--- config.mk ---
export PLATFORM = sky130hd
export DESIGN_NAME = syncword_deframer
export DESIGN_NICKNAME = d
export VERILOG_FILES = /design/src/rtl/sdf_pkg.sv /design/src/rtl/syncword_deframer.sv /design/src/rtl/sdf_front.sv /design/src/rtl/sdf_fifo.sv /design/src/rtl/sdf_back.sv
export SDC_FILE = /design/constraint.sdc
export NUM_CORES = 1
export LEC_CHECK = 0
export BUFFER_PORTS_ARGS = -buffer_cell sky130_fd_sc_hd__buf_2
export CAP_MARGIN = 20
export CORE_MARGIN = 5
export CORE_UTILIZATION = 40
export CTS_BUF_LIST = sky130_fd_sc_hd__clkbuf_4 sky130_fd_sc_hd__clkbuf_8 sky130_fd_sc_hd__clkbuf_16
export DETAILED_ROUTE_END_ITERATION = 8
export PLACE_DENSITY_LB_ADDON = 0.2
export SLEW_MARGIN = 10
export SYNTH_ARGS = -nofsm -noshare
export SYNTH_HDL_FRONTEND = slang
export SYNTH_SLANG_ARGS = --single-unit
--- constraint.sdc ---
create_clock -name clk -period 6.2 [get_ports clk]
set_input_delay 1.24 -clock clk [delete_from_list [all_inputs] [get_ports clk]]
set_output_delay 1.24 -clock clk [all_outputs]
set_load 0.02 [all_outputs]
--- src/rtl/sdf_pkg.sv ---
// ----------------------------------------------------------------------------
// sdf_pkg: shared types and constants of the syncword deframer
// Register indexes, reset values, queue sizing and the front-to-back word.
// ----------------------------------------------------------------------------
package sdf_pkg;

  localparam int SYNC_WORD_W = 64;
  localparam int SYNC_LEN_W  = 7;
  localparam int FRAME_LEN_W = 13;
  localparam int ERR_W       = 7;
  localparam int CFG_INDEX_W = 2;
  localparam int CFG_DATA_W  = 64;

  // popcount is split into groups of eight bits
  localparam int GROUP_BITS  = 8;
  localparam int GROUP_CNT   = SYNC_WORD_W / GROUP_BITS;
  localparam int GROUP_SUM_W = 4;

  // queue between classifier and framer
  localparam int QUEUE_DEPTH = 8;
  localparam int QUEUE_PTR_W = 3;
  localparam int QUEUE_CNT_W = 4;

  typedef enum logic [CFG_INDEX_W-1:0] {
    REG_SYNC_WORD    = 2'd0,
    REG_SYNC_LENGTH  = 2'd1,
    REG_FRAME_LENGTH = 2'd2,
    REG_MAX_ERRORS   = 2'd3
  } reg_index_t;

  localparam logic [SYNC_WORD_W-1:0] SYNC_WORD_RESET    = '0;
  localparam logic [SYNC_LEN_W-1:0]  SYNC_LENGTH_RESET  = 7'd32;
  localparam logic [FRAME_LEN_W-1:0] FRAME_LENGTH_RESET = 13'd256;
  localparam logic [ERR_W-1:0]       MAX_ERRORS_RESET   = 7'd3;

  typedef struct packed {
    logic [SYNC_WORD_W-1:0] sync_word;
    logic [SYNC_LEN_W-1:0]  sync_length;
    logic [FRAME_LEN_W-1:0] frame_length;
    logic [ERR_W-1:0]       max_sync_errors;
  } cfg_t;

  // one classified bit: the bit itself and the sync search outcome on it
  typedef struct packed {
    logic             data_bit;
    logic             sync_hit;
    logic [ERR_W-1:0] sync_errs;
  } class_t;

endpackage

--- src/rtl/syncword_deframer.sv ---
// ----------------------------------------------------------------------------
// syncword_deframer: sync word correlator with error tolerance and deframer
// Finds a sync word in a bit stream within an error limit and streams out the
// payload bits of the frame that follows it.
// ----------------------------------------------------------------------------
// Usage:
//   Input side is a queue write port: one received bit per word, taken on a
//   clock edge with push high and full low. Output side is a queue read port:
//   while empty is low the oldest payload word sits on frame_bit, first_bit,
//   last_bit and sync_errors; pop high takes it.
//   Bits outside a frame produce no output word; they only feed the search.
//   A payload bit that is accepted loads the first popcount stage, then the
//   second stage, the queue write and the output register load follow before
//   it shows on the outputs; a stalled receiver can hold the last load back.
//   Throughput: one bit per cycle sustained while pop keeps up; the popcount
//   pipeline and the framer each handle one word per cycle unless stalled.
//   full rises once eight words sit in the popcount pipeline and the queue,
//   so a stalled receiver backs up into the input after eight more bits.
//   Configuration writes (cfg_write, cfg_index, cfg_data) land at once and are
//   to be made while no word is in flight.
//   Reset: registers take their defaults (sync length 32, frame length 256,
//   error limit 3, sync word zero), history clears, framer goes idle.
//   No clearing pass; push is taken on the first cycle after reset.
// ----------------------------------------------------------------------------
module syncword_deframer #(
  parameter int MAX_FRAME_BITS = 4096,
  parameter int SYNC_BITS      = 64
) (
  input  logic                            clk,
  input  logic                            rst,
  // configuration
  input  logic                            cfg_write,
  input  logic [sdf_pkg::CFG_INDEX_W-1:0] cfg_index,
  input  logic [sdf_pkg::CFG_DATA_W-1:0]  cfg_data,
  // bit input
  input  logic                            push,
  output logic                            full,
  input  logic                            data_bit,
  // payload output
  output logic                            empty,
  input  logic                            pop,
  output logic                            frame_bit,
  output logic                            first_bit,
  output logic                            last_bit,
  output logic [sdf_pkg::ERR_W-1:0]       sync_errors
);
  import sdf_pkg::*;

  cfg_t                   cfg;
  logic                   q_push;
  class_t                 q_in;
  logic                   q_pop;
  logic                   q_valid;
  class_t                 q_out;
  logic [QUEUE_CNT_W-1:0] q_count;

  // register file: plain writes, no read-back
  always_ff @(posedge clk) begin
    if (rst) begin
      cfg.sync_word       <= SYNC_WORD_RESET;
      cfg.sync_length     <= SYNC_LENGTH_RESET;
      cfg.frame_length    <= FRAME_LENGTH_RESET;
      cfg.max_sync_errors <= MAX_ERRORS_RESET;
    end else if (cfg_write) begin
      case (reg_index_t'(cfg_index))
        REG_SYNC_WORD:    cfg.sync_word       <= cfg_data[SYNC_WORD_W-1:0];
        REG_SYNC_LENGTH:  cfg.sync_length     <= cfg_data[SYNC_LEN_W-1:0];
        REG_FRAME_LENGTH: cfg.frame_length    <= cfg_data[FRAME_LEN_W-1:0];
        REG_MAX_ERRORS:   cfg.max_sync_errors <= cfg_data[ERR_W-1:0];
        default: ;
      endcase
    end
  end

  // front: history shift and mismatch count, one bit per cycle while full is low
  sdf_front #(
    .SYNC_BITS (SYNC_BITS)
  ) u_front (
    .clk      (clk),
    .rst      (rst),
    .push     (push),
    .data_bit (data_bit),
    .cfg      (cfg),
    .q_count  (q_count),
    .full     (full),
    .q_push   (q_push),
    .q_entry  (q_in)
  );

  // decoupling queue; slots are reserved by the front at accept time
  sdf_fifo u_fifo (
    .clk       (clk),
    .rst       (rst),
    .push      (q_push),
    .entry_in  (q_in),
    .pop       (q_pop),
    .valid     (q_valid),
    .entry_out (q_out),
    .count     (q_count)
  );

  // back: frame tracking and output register
  sdf_back #(
    .MAX_FRAME_BITS (MAX_FRAME_BITS)
  ) u_back (
    .clk          (clk),
    .rst          (rst),
    .frame_length (cfg.frame_length),
    .q_valid      (q_valid),
    .q_entry      (q_out),
    .q_pop        (q_pop),
    .pop          (pop),
    .empty        (empty),
    .frame_bit    (frame_bit),
    .first_bit    (first_bit),
    .last_bit     (last_bit),
    .sync_errors  (sync_errors)
  );

endmodule

--- src/rtl/sdf_front.sv ---
// ----------------------------------------------------------------------------
// sdf_front: bit history and sync word correlator
// Shifts in each bit, counts mismatches in a two-stage popcount and pushes
// the classified word into the queue. Queue slots are reserved at accept.
// ----------------------------------------------------------------------------
module sdf_front #(
  parameter int SYNC_BITS = 64
) (
  input  logic                            clk,
  input  logic                            rst,
  input  logic                            push,
  input  logic                            data_bit,
  input  sdf_pkg::cfg_t                   cfg,
  input  logic [sdf_pkg::QUEUE_CNT_W-1:0] q_count,
  output logic                            full,
  output logic                            q_push,
  output sdf_pkg::class_t                 q_entry
);
  import sdf_pkg::*;

  logic                   accept;
  logic [SYNC_BITS-1:0]   history;
  logic [SYNC_BITS-1:0]   history_next;
  logic [SYNC_LEN_W-1:0]  slen;
  logic [SYNC_WORD_W-1:0] diff_next;
  logic                   s1_valid;
  logic                   s1_bit;
  logic [SYNC_WORD_W-1:0] s1_diff;
  logic [GROUP_SUM_W-1:0] part_next [GROUP_CNT];
  logic                   s2_valid;
  logic                   s2_bit;
  logic [GROUP_SUM_W-1:0] s2_part [GROUP_CNT];
  logic [ERR_W-1:0]       total;
  logic [QUEUE_CNT_W:0]   occupancy;

  // words in flight plus words queued
  assign occupancy = {1'b0, q_count} + (QUEUE_CNT_W+1)'(s1_valid)
                   + (QUEUE_CNT_W+1)'(s2_valid);
  assign full      = occupancy >= (QUEUE_CNT_W+1)'(QUEUE_DEPTH);
  assign accept    = push && !full;

  assign history_next = {history[SYNC_BITS-2:0], data_bit};
  assign slen = (cfg.sync_length > SYNC_LEN_W'(SYNC_BITS)) ? SYNC_LEN_W'(SYNC_BITS)
                                                             : cfg.sync_length;

  // outside the compared window, set sync word bits count as mismatches
  for (genvar i = 0; i < SYNC_WORD_W; i++) begin : g_diff
    if (i < SYNC_BITS) begin : g_hist
      assign diff_next[i] = (history_next[i] && (SYNC_LEN_W'(i) < slen))
                            ^ cfg.sync_word[i];
    end else begin : g_word
      assign diff_next[i] = cfg.sync_word[i];
    end
  end

  always_comb begin
    for (int g = 0; g < GROUP_CNT; g++) begin
      part_next[g] = '0;
      for (int b = 0; b < GROUP_BITS; b++) begin
        part_next[g] = part_next[g] + GROUP_SUM_W'(s1_diff[g*GROUP_BITS+b]);
      end
    end
  end

  always_comb begin
    total = '0;
    for (int g = 0; g < GROUP_CNT; g++) begin
      total = total + ERR_W'(s2_part[g]);
    end
  end

  always_ff @(posedge clk) begin
    if (rst) begin
      history  <= '0;
      s1_valid <= 1'b0;
      s2_valid <= 1'b0;
    end else begin
      s1_valid <= accept;
      s2_valid <= s1_valid;
      if (accept) begin
        history <= history_next;
      end
    end
  end

  always_ff @(posedge clk) begin
    if (accept) begin
      s1_bit  <= data_bit;
      s1_diff <= diff_next;
    end
    if (s1_valid) begin
      s2_bit  <= s1_bit;
      s2_part <= part_next;
    end
  end

  assign q_push            = s2_valid;
  assign q_entry.data_bit  = s2_bit;
  assign q_entry.sync_hit  = total <= cfg.max_sync_errors;
  assign q_entry.sync_errs = total;

  a_no_overbook: assert property (@(posedge clk) disable iff (rst)
    occupancy <= (QUEUE_CNT_W+1)'(QUEUE_DEPTH))
    else $error("front reserved more queue slots than exist");

endmodule

--- src/rtl/sdf_fifo.sv ---
// ----------------------------------------------------------------------------
// sdf_fifo: short queue between classifier and framer
// Register-based circular buffer of classified words.
// ----------------------------------------------------------------------------
module sdf_fifo (
  input  logic                            clk,
  input  logic                            rst,
  input  logic                            push,
  input  sdf_pkg::class_t                 entry_in,
  input  logic                            pop,
  output logic                            valid,
  output sdf_pkg::class_t                 entry_out,
  output logic [sdf_pkg::QUEUE_CNT_W-1:0] count
);
  import sdf_pkg::*;

  class_t                 mem [QUEUE_DEPTH];
  logic [QUEUE_PTR_W-1:0] wr_ptr;
  logic [QUEUE_PTR_W-1:0] rd_ptr;

  assign valid     = count != '0;
  assign entry_out = mem[rd_ptr];

  always_ff @(posedge clk) begin
    if (rst) begin
      wr_ptr <= '0;
      rd_ptr <= '0;
      count  <= '0;
    end else begin
      if (push) begin
        wr_ptr <= wr_ptr + QUEUE_PTR_W'(1);
      end
      if (pop) begin
        rd_ptr <= rd_ptr + QUEUE_PTR_W'(1);
      end
      case ({push, pop})
        2'b10:   count <= count + QUEUE_CNT_W'(1);
        2'b01:   count <= count - QUEUE_CNT_W'(1);
        default: count <= count;
      endcase
    end
  end

  always_ff @(posedge clk) begin
    if (push) begin
      mem[wr_ptr] <= entry_in;
    end
  end

  a_push_room: assert property (@(posedge clk) disable iff (rst)
    push |-> count < QUEUE_CNT_W'(QUEUE_DEPTH))
    else $error("queue overflow");

  a_pop_data: assert property (@(posedge clk) disable iff (rst)
    pop |-> count != '0)
    else $error("queue underflow");

endmodule

--- src/rtl/sdf_back.sv ---
// ----------------------------------------------------------------------------
// sdf_back: frame state and output register
// Takes classified words, tracks the frame position and loads payload words
// into the output register.
// ----------------------------------------------------------------------------
module sdf_back #(
  parameter int MAX_FRAME_BITS = 4096
) (
  input  logic                            clk,
  input  logic                            rst,
  input  logic [sdf_pkg::FRAME_LEN_W-1:0] frame_length,
  input  logic                            q_valid,
  input  sdf_pkg::class_t                 q_entry,
  output logic                            q_pop,
  input  logic                            pop,
  output logic                            empty,
  output logic                            frame_bit,
  output logic                            first_bit,
  output logic                            last_bit,
  output logic [sdf_pkg::ERR_W-1:0]       sync_errors
);
  import sdf_pkg::*;

  localparam int POS_W = $clog2(MAX_FRAME_BITS + 1);
  localparam int CMP_W = (POS_W > FRAME_LEN_W) ? POS_W : FRAME_LEN_W;

  logic [POS_W-1:0] len;
  logic [POS_W-1:0] position;
  logic [POS_W-1:0] position_next;
  logic [POS_W-1:0] pos_inc;
  logic             in_frame;
  logic             in_frame_next;
  logic             in_frame_mid;
  logic [ERR_W-1:0] held_errs;
  logic [ERR_W-1:0] held_errs_next;
  logic             emit;
  logic             step;
  logic             out_valid;

  assign len = (CMP_W'(frame_length) > CMP_W'(MAX_FRAME_BITS)) ? POS_W'(MAX_FRAME_BITS)
                                                               : POS_W'(frame_length);

  assign step    = q_valid && (!out_valid || pop);
  assign q_pop   = step;
  assign emit    = in_frame && (position < len);
  assign pos_inc = position + POS_W'(1);

  always_comb begin
    position_next  = position;
    held_errs_next = held_errs;
    in_frame_mid   = emit && (pos_inc != len);
    if (emit) begin
      position_next = pos_inc;
    end
    in_frame_next = in_frame_mid;
    // search runs whenever the word did not leave us inside a frame
    if (!in_frame_mid && q_entry.sync_hit) begin
      position_next  = '0;
      in_frame_next  = 1'b1;
      held_errs_next = q_entry.sync_errs;
    end
  end

  always_ff @(posedge clk) begin
    if (rst) begin
      in_frame  <= 1'b0;
      position  <= POS_W'(FRAME_LENGTH_RESET);
      held_errs <= '0;
      out_valid <= 1'b0;
    end else begin
      if (step) begin
        in_frame  <= in_frame_next;
        position  <= position_next;
        held_errs <= held_errs_next;
        out_valid <= emit;
      end else if (pop) begin
        out_valid <= 1'b0;
      end
    end
  end

  always_ff @(posedge clk) begin
    if (step && emit) begin
      frame_bit   <= q_entry.data_bit;
      first_bit   <= position == '0;
      last_bit    <= pos_inc == len;
      sync_errors <= held_errs;
    end
  end

  assign empty = !out_valid;

  a_step_has_word: assert property (@(posedge clk) disable iff (rst)
    q_pop |-> q_valid)
    else $error("framer consumed a word from an empty queue");

endmodule
==> flow_summary.json <==
{
  "hp-class": "flip-flop to flip-flop",
  "die_y_um": 218.8,
  "path_max_fanout": 9,
  "r2r_end": "u_fifo.mem[1][7]",
  "fin_tns_setup_ns": 0,
  "area_growth_syn_to_layout_pct": 13.11,
  "grt.overflow.total": 0,
  "dp_hpwl_mm": 26.72,
  "status": "complete, no violations",
  "core_area_um2": 43080,
  "clkTransAtPathRegs_ns": 0.06,
  "drt-pass1-iter-count": 5,
  "ff2ff_path_depth": 19,
  "tightest_slew_ns": 1.098,
  "grt_max_degree": 102,
  "place.gp.congestion": 0.8658,
  "wl_per_cell_um": 16.47,
  "tritoncts": "built",
  "grt_pass1_vias": 11509,
  "worst_clock_skew_ns": 0.02576,
  "finalNonFillerCells": 2343,
  "synth_seq_cells": 371,
  "portBuffers": 83,
  "hold-worst-slack_ns": 0.4374,
  "rsz0062_at_grt": "no",
  "rows": 76,
  "synth_edf_count": 180,
  "synthArstFlopShare": 0,
  "relSlewSlack": 0.2651,
  "cts_sinks": 371,
  "synth.distinct_cells": 67,
  "die-area_um2": 47870,
  "cp-start-kind": "flip-flop",
  "fp.dieW_um": 218.8,
  "slew_violations": 0,
  "drc": 0,
  "multi_input_area_um2": 7395,
  "ff2ff_setup_slack_ns": 0.46,
  "seq_area_um2": 9229,
  "r2r-start": "u_front.s2_part[24]",
  "max_freq_mhz": 174.3,
  "grtUsageTotal": 0.1629,
  "maxCapViolations": 0,
  "yosysSeqAreaShare": 0.5293,
  "final_util": 0.4579,
  "vias": 11611,
  "timing.final.crit_period_ns": 5.738,
  "synthFlopType": "dfxtp_1",
  "antenna_found_initial": 1,
  "cts-root-buf": "clkbuf_16",
  "final_nets": 1916,
  "dp_cells": 2265,
  "antenna_left": 0,
  "vdd_drop_max_uv": 835.0,
  "p_leak_nw": 7.321,
  "clk-insertion-delay-late_ns": 0.56,
  "cp-startpoint": "u_front.s2_part[24]",
  "path_common_cell": "fa_1",
  "grt_pass1_wl_mm": 61.89,
  "clock_path_buffers": 3,
  "ctsHoldBuffers": 0,
  "crit_path_end_kind": "flip-flop",
  "synth_warnings": 0,
  "required_ns": 6.54,
  "crit_chain": "ha_1, fa_1, xor2_1, fa_1, inv_1, fa_1, fa_1, fa_1, inv_1, fa_1, a21oi_1, nor2_1, nor2_1, xnor2_1, ha_1, nor2b_1, o21ai_0, o21ai_0, o22ai_2",
  "syn_avg_cell_area_um2": 10.50,
  "cp_slowest_cell": "fa_1",
  "worstPathArrival_ns": 6.08,
  "syn-num-nets": 1853,
  "vias_per_cell": 4.956,
  "syn-cell-area_um2": 17440,
  "slowest_delay_ns": 0.52,
  "cts_made_buffers": 41,
  "htreeDepth": 2,
  "ios": 84,
  "drtIter0Drc": 798,
  "setup_viol": 0,
  "worstSetupPathType": "flip-flop to flip-flop",
  "worstSetupEndpoint": "u_fifo.mem[1][7]",
  "finalWirelength_mm": 38.59,
  "cellPowerDensity_nw_per_um2": 590.7,
  "synthCells": 1661,
  "start_util": 0.4048,
  "drive_above_1_share": 0.1235,
  "n_fill_cell": 4073,
  "fin_crit_sh": 0.9255,
  "finalHoldViolations": 0
}
registers in the layout (all words and copies together) (netlist names), named ones only:
| register | cells |
|---|---|
| u_front.s2_bit | 1 |
| u_back.out_valid | 1 |
| u_front.s2_part | 32 |
| u_front.s1_valid | 1 |
| u_fifo.mem | 72 |
| u_back.in_frame | 1 |
| u_fifo.count | 4 |
| u_back.sync_errors | 7 |
| cfg | 91 |
| u_front.q_push | 1 |
| u_back.last_bit | 1 |
| u_front.history | 63 |
| u_back.first_bit | 1 |
| u_fifo.wr_ptr | 3 |
| u_front.s1_bit | 1 |
| u_front.s1_diff | 64 |
| u_back.held_errs | 7 |
| u_back.frame_bit | 1 |
| u_back.position | 13 |
| u_fifo.rd_ptr | 3 |
cell type report:
class / instances / area share
Clock inverter: 22 / 0.007232
Antenna cell: 1 / 0.0001269
Tap cell: 585 / 0.03711
Timing Repair Buffer: 94 / 0.02557
Clock buffer: 54 / 0.05938
Multi-Input combinational cell: 1071 / 0.3749
Sequential cell: 371 / 0.4679
Inverter: 145 / 0.02772
worst min-delay path by stage:
stage,depth (start not counted),start,end
after global placement,0,u_front.s1_bit,u_front.s2_bit
after floorplan,0,u_front.s1_bit,u_front.s2_bit
final,0,u_back.held_errs[2],u_back.sync_errors[2]
after detailed placement,0,u_front.s1_bit,u_front.s2_bit
after global routing,0,u_front.s1_bit,u_front.s2_bit
after CTS,0,u_front.s1_bit,u_front.s2_bit
layout by cell type, fill, tap and decap left out, drive strengths merged, types with 2 or more instances in the layout:
cell	count
nand2	352
dfxtp	191
a21oi	189
edfxtp	180
inv	147
buf	94
xnor2	88
ha	67
nor2	62
clkbuf	54
fa	53
o21ai	41
o211ai	30
mux2i	18
mux4	18
nand2b	17
clkinv	17
nor2b	14
nand3	14
a21o	10
a211oi	10
nor4	8
nor3	8
and2	8
or2	7
xor2	7
nand4	5
or3	5
nand3b	5
and3	4
mux2	3
clkinvlp	3
o2111a	2
o31a	2
xnor3	2
o221ai	2
a2bb2oi	2
metal layers:
metal	wire length, um	track usage
met1	17980	0.2260
met2	18010	0.2628
met3	1584	0.02883
met4	1006	0.05045
met5	0	0
power breakdown:
| group | internal, mW | switching (mW) |
|---|---|---|
| registers | 4.15 | 0.142 |
| logic | 1.89 | 3.13 |
| clock network | 1.34 | 0.993 |
through the flow:
step	instance area [um^2]	setup WS, ns	power, mW
2_1_floorplan	17440	0.8536	7.838
3_3_place_gp	18390	0.3582	9.030
3_5_place_dp	18390	0.2252	9.153
4_1_cts	19700	0.2485	11.52
5_1_grt	19720	0.1347	12.41
6_report	19720	0.4622	11.65
cell usage after synthesis, drive strengths merged (17+ instances only):
| master | count | area (um^2) |
|---|---|---|
| nor2 | 62 | 232.7 |
| o211ai | 30 | 225.2 |
| nand2 | 352 | 1321 |
| clkbuf | 60 | 226.5 |
| nand2b | 17 | 106.4 |
| a21oi | 189 | 945.9 |
| inv | 145 | 544.3 |
| mux2i | 18 | 180.2 |
| fa | 53 | 1061 |
| dfxtp | 191 | 3824 |
| ha | 67 | 838.3 |
| edfxtp | 180 | 5405 |
| mux4 | 18 | 405.4 |
| o21ai | 41 | 205.2 |
| xnor2 | 88 | 778.3 |
repair_timing:
item                                    CTS  global route
gates resized for setup                   0             2
endpoints found under the setup margin    0             8
buffers inserted                          0             0
worst max-delay path, delay by kind of cell, from the launching register on:
kind                     cells  cell delay (ns)
adder cells (fa/ha/maj)      8             3.48
AO/OA/AOI/OAI                4             0.74
XOR/XNOR                     2             0.52
flip-flops                   1             0.38
AND/OR/NAND/NOR              3             0.29
buffers and inverters        2             0.12
cells by family (layout without fill, tap and decap cells):
family,after synthesis,after routing,share of synthesized area
buf+inv,219,315,0.04843
compound gates,302,302,0.1019
other cells,0,1,0
flops,371,371,0.5293
xor+xnor,97,97,0.05073
mux,39,39,0.03552
simple gates,513,513,0.1252
fa+ha+maj,120,120,0.1089
Note: power is estimated with default switching activity, not from simulation.
